### src/hw/rtl/dpm_pkg.sv
package dpm_pkg;

  // field and register widths
  localparam int LB_W    = 5;
  localparam int CNT_W   = 17;
  localparam int IDX_W   = 16;
  localparam int WORD_W  = 64;
  localparam int SYM_W   = 20;
  localparam int NODE_W  = 16;
  localparam int VERD_W  = 2;
  localparam int CFG_W   = 17;
  localparam int CFG_IDX_W = 1;
  localparam int LBC_W   = 6;

  // defaults for the top-level parameters
  localparam int DEF_EDGE_DEPTH      = 65536;
  localparam int DEF_MAX_LETTER_BITS = 20;

  // register reset values
  localparam int LB_RESET  = 8;
  localparam int CNT_RESET = 1;

  // register indexes
  localparam logic [CFG_IDX_W-1:0] CFG_LETTER_BITS = 1'b0;
  localparam logic [CFG_IDX_W-1:0] CFG_EDGE_COUNT  = 1'b1;

  // request kinds
  localparam logic ACT_LOAD  = 1'b0;
  localparam logic ACT_MATCH = 1'b1;

  // edge flag positions relative to the letter width
  localparam logic [WORD_W-1:0] MARKER_FLAG    = 64'd1;
  localparam logic [WORD_W-1:0] DIRECTION_FLAG = 64'd2;
  localparam logic [WORD_W-1:0] WORD_END_FLAG  = 64'd4;

  typedef enum logic [VERD_W-1:0] {
    VERDICT_LOADED = 2'd0,
    VERDICT_ALIVE  = 2'd1,
    VERDICT_ACCEPT = 2'd2,
    VERDICT_REJECT = 2'd3
  } verdict_t;

  // commands from controller to datapath
  typedef struct packed {
    logic     write;     // store the load request's edge word
    logic     take;      // latch symbol request, scan index from current node
    logic     step;      // move scan index to next edge
    logic     done;      // emit a result
    logic     upd_word;  // update current node and dead flag
    verdict_t verdict;
  } ctrl_cmd_t;

  // status from datapath to controller
  typedef struct packed {
    logic dead;       // word already rejected
    logic node_out;   // scan index at or past edge count
    logic scan_end;   // next scan index at or past edge count
    logic stop;       // sentinel or backward edge
    logic hit;        // letter equals symbol
    logic marker;     // last edge of the node
    logic eow;        // end-of-word bit
    logic next_bad;   // target node zero or outside the table
    logic complete;   // end-of-word required
    logic last;       // symbol ends the word
  } dp_status_t;

endpackage

### src/hw/rtl/dpm_ctrl.sv
module dpm_ctrl (
  input  logic                clk,
  input  logic                rst_n,
  input  logic                start,
  input  logic                in_action,
  input  dpm_pkg::dp_status_t status,
  output dpm_pkg::ctrl_cmd_t  cmd,
  output logic                busy
);
  import dpm_pkg::*;

  typedef enum logic [1:0] {
    ST_IDLE,
    ST_CHECK,
    ST_FETCH,
    ST_EVAL
  } state_t;

  state_t state_r, state_nxt;
  logic   busy_r;

  // state and busy flag
  always_ff @(posedge clk) begin
    if (!rst_n) begin
      state_r <= ST_IDLE;
      busy_r  <= 1'b0;
    end else begin
      state_r <= state_nxt;
      busy_r  <= state_nxt != ST_IDLE;
    end
  end

  // next state and datapath commands
  always_comb begin
    state_nxt    = state_r;
    cmd          = '0;
    cmd.verdict  = VERDICT_LOADED;
    case (state_r)
      ST_IDLE: begin
        if (start) begin
          if (in_action == ACT_LOAD) begin
            cmd.write = 1'b1;
            cmd.done  = 1'b1;
          end else begin
            cmd.take  = 1'b1;
            state_nxt = ST_CHECK;
          end
        end
      end
      ST_CHECK: begin
        if (status.dead || status.node_out) begin
          cmd.done     = 1'b1;
          cmd.upd_word = 1'b1;
          cmd.verdict  = VERDICT_REJECT;
          state_nxt    = ST_IDLE;
        end else begin
          state_nxt = ST_FETCH;
        end
      end
      ST_FETCH: begin
        state_nxt = ST_EVAL;
      end
      ST_EVAL: begin
        cmd.upd_word = 1'b1;
        state_nxt    = ST_IDLE;
        cmd.done     = 1'b1;
        cmd.verdict  = VERDICT_REJECT;
        if (status.stop) begin
          cmd.verdict = VERDICT_REJECT;
        end else if (status.hit) begin
          if (status.complete && status.last && !status.eow) cmd.verdict = VERDICT_REJECT;
          else if (status.last) cmd.verdict = VERDICT_ACCEPT;
          else if (status.next_bad) cmd.verdict = VERDICT_REJECT;
          else cmd.verdict = VERDICT_ALIVE;
        end else if (!status.marker && !status.scan_end) begin
          // keep scanning siblings
          cmd.done     = 1'b0;
          cmd.upd_word = 1'b0;
          cmd.step     = 1'b1;
          state_nxt    = ST_FETCH;
        end
      end
      default: begin
        state_nxt = ST_IDLE;
      end
    endcase
  end

  assign busy = busy_r;

endmodule

### config.mk
export PLATFORM = sky130hd
export DESIGN_NAME = dpm_ctrl
export DESIGN_NICKNAME = d
export VERILOG_FILES = /design/src/hw/rtl/dpm_pkg.sv /design/src/hw/rtl/dpm_ctrl.sv
export SDC_FILE = /design/constraint.sdc
export NUM_CORES = 1
export LEC_CHECK = 0
export BUFFER_PORTS_ARGS = -buffer_cell sky130_fd_sc_hd__buf_2
export CAP_MARGIN = 40
export CORE_AREA = 3 3 40 42
export DETAILED_ROUTE_END_ITERATION = 6
export DIE_AREA = 0 0 43 45
export PLACE_DENSITY = 0.54
export SLEW_MARGIN = 20
export SYNTH_ARGS = -nofsm -noshare
export SYNTH_HDL_FRONTEND = slang
export SYNTH_SLANG_ARGS = --single-unit
### constraint.sdc
create_clock -name clk -period 2.2 [get_ports clk]
set_input_delay 0.11 -clock clk [delete_from_list [all_inputs] [get_ports clk]]
set_output_delay 0.11 -clock clk [all_outputs]
set_load 0.005 [all_outputs]
* Word level (Yosys, flattened, before mapping)
Index checks and enable logic that the tools add are counted.
** Word-level totals
- Register bits after elaboration :: 3
- Bits of input ports :: 14
- Output and inout port bits :: 8
- Word-level logic and storage cells :: 38
** Operators by class
- Eq/ne operators :: 3
- Muxes and demuxes :: 24
- Reduce and logical (&&, ||, !) cells :: 9
** Operator list (count)
- 2-bit 2-to-1 mux :: 13
- 3-bit 2-to-1 mux :: 3
- 2-bit case mux with 4 select lines :: 1
- 3-bit case mux with 2 select lines :: 1
- 2-bit == test, second input constant :: 2
- 1-bit 2-to-1 mux :: 4
- 4-bit 2-to-1 mux :: 1
- 1-bit logical AND :: 3
- 1-bit logical NOT :: 3
- 1-bit case mux with 3 select lines :: 1
- 2-bit by 1-bit == test with 1-bit output, second input constant :: 1
- 2-bit logical NOT :: 1
- 2-bit nonzero test :: 1
- 1-bit logical OR :: 1

* Longest topological paths before layout
- Depth after elaboration :: 7
- Depth in mapped cells :: 3
- Mapped depth without buffers :: 3

* Least setup slack after synthesis
No wires, ideal clock.
- Path kind :: register to output
- Start point :: register state_r[1]
- End point :: output port cmd[4] (netlist bit)
- Arrival time :: 1.004 ns
- Setup slack :: 1.086 ns
- Stages on the path, launching flop included :: 4
- Buffers on the path :: 0
- Path through :: dfxtp_1 and2b_1 nor4b_4 and2_1
** RTL lines
- start, declared :: RTL line dpm_ctrl.sv:19 : state_t state_r, state_nxt;
- start signal, assigned :: RTL line dpm_ctrl.sv:28 : state_r <= state_nxt;
- end, declared :: RTL line dpm_ctrl.sv:7 : output dpm_pkg::ctrl_cmd_t cmd,

==> flow_metrics.py <==
metrics = {
    "setup_path": {
        "reg2reg_slack_ns": 0.97,
        "crit_fanout": 8,
        "crit_required_ns": 2.09,
        "worst-r2r-cell-count": 2,
        "crit_path_end_kind": "primary output",
        "reg2reg_from": "state_r[1]",
        "critPathKind": "reg -> out",
        "crit_arrival_ns": 1.44,
        "rr_endpoint": "busy",
        "crit_path_start_kind": "register",
    },
    "sta": {
        "hold_violations": 0,
        "maxSlewHeadroom_pct": 60.4,
        "setup_viol_count_final": 0,
        "post-route-min-period_ns": 1.55,
        "skew_ns": 0.000532,
        "rsz0062_at_grt": "false",
        "slew_viol_final": 0,
        "fmax_mhz": 646,
        "fin_setup_tns_ns": 0,
        "worst-slew-pin-transition_ns": 0.589,
        "min_period_over_period_pct": 70.4,
    },
    "route": {
        "ant_nets": 0,
        "drc_errors": 0,
        "first_iter_violations": 10,
        "drt-pass1-iter-count": 3,
        "via_per_inst": 4.33,
        "wl_per_cell_um": 9.81,
        "drt-total-wl_um": 628,
        "vias": 277,
    },
    "power": {
        "p_leak_nw": 0.191,
        "sequentialPowerShare_pct": 31.6,
        "pwr-share-comb_pct": 19.1,
        "clockPowerShare_pct": 49.3,
        "power_density_nw_per_um2": 523,
        "netSwitchingFraction_pct": 23.4,
        "intPower_mw": 0.146,
        "peakVddDrop_v": 0.000159,
        "p_sw_mw": 0.0444,
    },
    "layout": {
        "fin_nets": 64,
        "fillers": 141,
        "syn2layout_area_growth_pct": 70.6,
        "final_cells": 64,
        "drive_above_1_share_pct": 51.0,
        "num_antenna_cells": 0,
    },
    "floorplan": {
        "dieArea_um2": 1940,
        "initial_core_util_pct": 16.6,
        "ios": 22,
        "rows": 13,
        "die_w_um": 43,
        "dieHeight_um": 45,
        "core_um2": 1280,
    },
    "grt": {
        "grt_pass1_vias": 252,
        "grt_pass1_wl_mm": 1.01,
        "antenna_found_initial": 0,
        "grt-ovfl-total": 0,
        "grt_max_degree": 9,
        "track_usage_pct": 6.82,
    },
    "logic_synthesis": {
        "synth_cell_type_count": 18,
        "yosysWarnings": 0,
        "synth.avg_cell_area_um2": 8.86,
        "synth_cells": 24,
        "netlist_area_um2": 213,
        "syn-num-nets": 38,
        "synth-seq-cells": 3,
        "ys_seq_area_share_pct": 28.2,
    },
    "hold_path": {
        "hold_path_class": "in -> reg",
        "whs_endpoint": "state_r[1]",
        "min_from": "rst_n",
        "worstHoldPathCells": 2,
    },
    "placement": {
        "gp_congestion": 0.673,
        "io_buffers": 21,
        "place_inst": 60,
    },
    "clocking": {
        "tritoncts": "yes",
        "clockBufferDepth": 2,
        "cts_max_level": 1,
        "cts-root-buf": "clkbuf_4",
        "cts_num_sinks": 3,
        "insertion_delay_ns": 0.23,
        "hold_buffers": 0,
        "clkTransAtPathRegs_ns": 0.04,
        "cts_resized": 0,
        "cts_setup_buffers": 0,
        "numCtsBuffers": 3,
    },
    "run": {
        "maxCapViolations": 0,
    },
    "run_status": {
        "outcome": "completed",
    },
}
==> placed cells by master (no fill, tap or decap), drive strengths merged <==
cell type / Yosys / final
nor2b: 1 / 1
clkbuf: 0 / 4
o31a: 1 / 1
a21oi: 1 / 1
o21bai: 1 / 1
nor2: 3 / 3
and2b: 1 / 1
and2: 1 / 1
o31ai: 1 / 1
o211a: 1 / 1
a41oi: 1 / 1
a31oi: 1 / 1
nor3: 1 / 1
nand2: 2 / 2
nor3b: 1 / 1
dfxtp: 3 / 3
nand2b: 1 / 1
buf: 0 / 21
nor4b: 3 / 3
==> metrics by stage <==
| stage | util [%] | cell area (µm²) | hold WS (ns) | setup WS (ns) | power [mW] |
|---|---|---|---|---|---|
| final | 28.2 | 363 | 0.126 | 0.652 | 0.190 |
| after global routing | 28.2 | 363 | 0.148 | 0.534 | 0.200 |
| after CTS | 28.2 | 363 | 0.127 | 0.624 | 0.193 |
| after detailed placement | 26.2 | 337 | 0.365 | 0.874 | 0.0975 |
| after global placement | 26.2 | 337 | 0.366 | 0.890 | 0.0973 |
| after floorplan | - | 213 | 0.238 | 1.09 | 0.0737 |
==> worst max path at each step <==
stage                    start     end  depth (start not counted)
finish              state_r[1]  cmd[4]                          4
global route        state_r[1]  cmd[4]                          4
CTS                 state_r[1]  cmd[3]                          3
detailed placement  state_r[1]  cmd[3]                          3
global placement    state_r[1]  cmd[4]                          4
floorplan           state_r[1]  cmd[4]                          3
==> cell usage after synthesis, drive strengths merged <==
| cell | number | share of area [%] |
|---|---|---|
| a21oi | 1 | 2.4 |
| a31oi | 1 | 2.9 |
| a41oi | 1 | 4.1 |
| and2 | 1 | 2.9 |
| and2b | 1 | 3.5 |
| dfxtp | 3 | 28 |
| nand2 | 2 | 3.5 |
| nand2b | 1 | 2.9 |
| nor2 | 3 | 5.3 |
| nor2b | 1 | 2.9 |
| nor3 | 1 | 2.4 |
| nor3b | 1 | 3.5 |
| nor4b | 3 | 19 |
| o211a | 1 | 4.7 |
| o21bai | 1 | 3.5 |
| o31a | 1 | 4.1 |
| o31ai | 1 | 3.5 |
==> layout make-up <==
cell class | instances | area, µm² | area share, %
flip-flops and latches | 3 | 60.1 | 16.6
well taps | 15 | 18.8 | 5.17
repair buffers | 21 | 105 | 29.0
multi-input cells | 21 | 153 | 42.1
clock buffers | 4 | 26.3 | 7.24
==> power by group through the flow <==
stage	logic [mW]	clock network (mW)	registers, mW
6_report	0.0362	0.0937	0.0600
5_1_grt	0.0408	0.0985	0.0605
4_1_cts	0.0368	0.0962	0.0600
3_5_place_dp	0.0366	0	0.0608
3_3_place_gp	0.0366	0	0.0608
2_1_floorplan	0.0133	0	0.0605
==> critical path, cell delays in order (launching register included) <==
cell and delay [ns]:
dfxtp_1 0.43, and2b_1 0.19, nor4b_4 0.30, and2_1 0.18, buf_2 0.11
==> layer usage <==
metal / global-route usage [%] / share of wire, % / up-vias
met3: 1.99 / 5.1 / 0
met1: 8.15 / 44 / 127
met2: 11.1 / 50 / 7
li1: - / - / 143
met5: 0 / 0 / -
met4: 3.61 / 0 / 0
==> registers in the layout, indices dropped and copies added, names as in the netlist <==
signal / cells
state_r: 2
busy: 1
==> logic make-up after synthesis <==
group,share of synthesized area (%)
AOI/OAI and AO/OA,25.3
and+or+nand+nor,46.5
DFF,28.2
No activity file was read; power rests on OpenSTA's default activity.
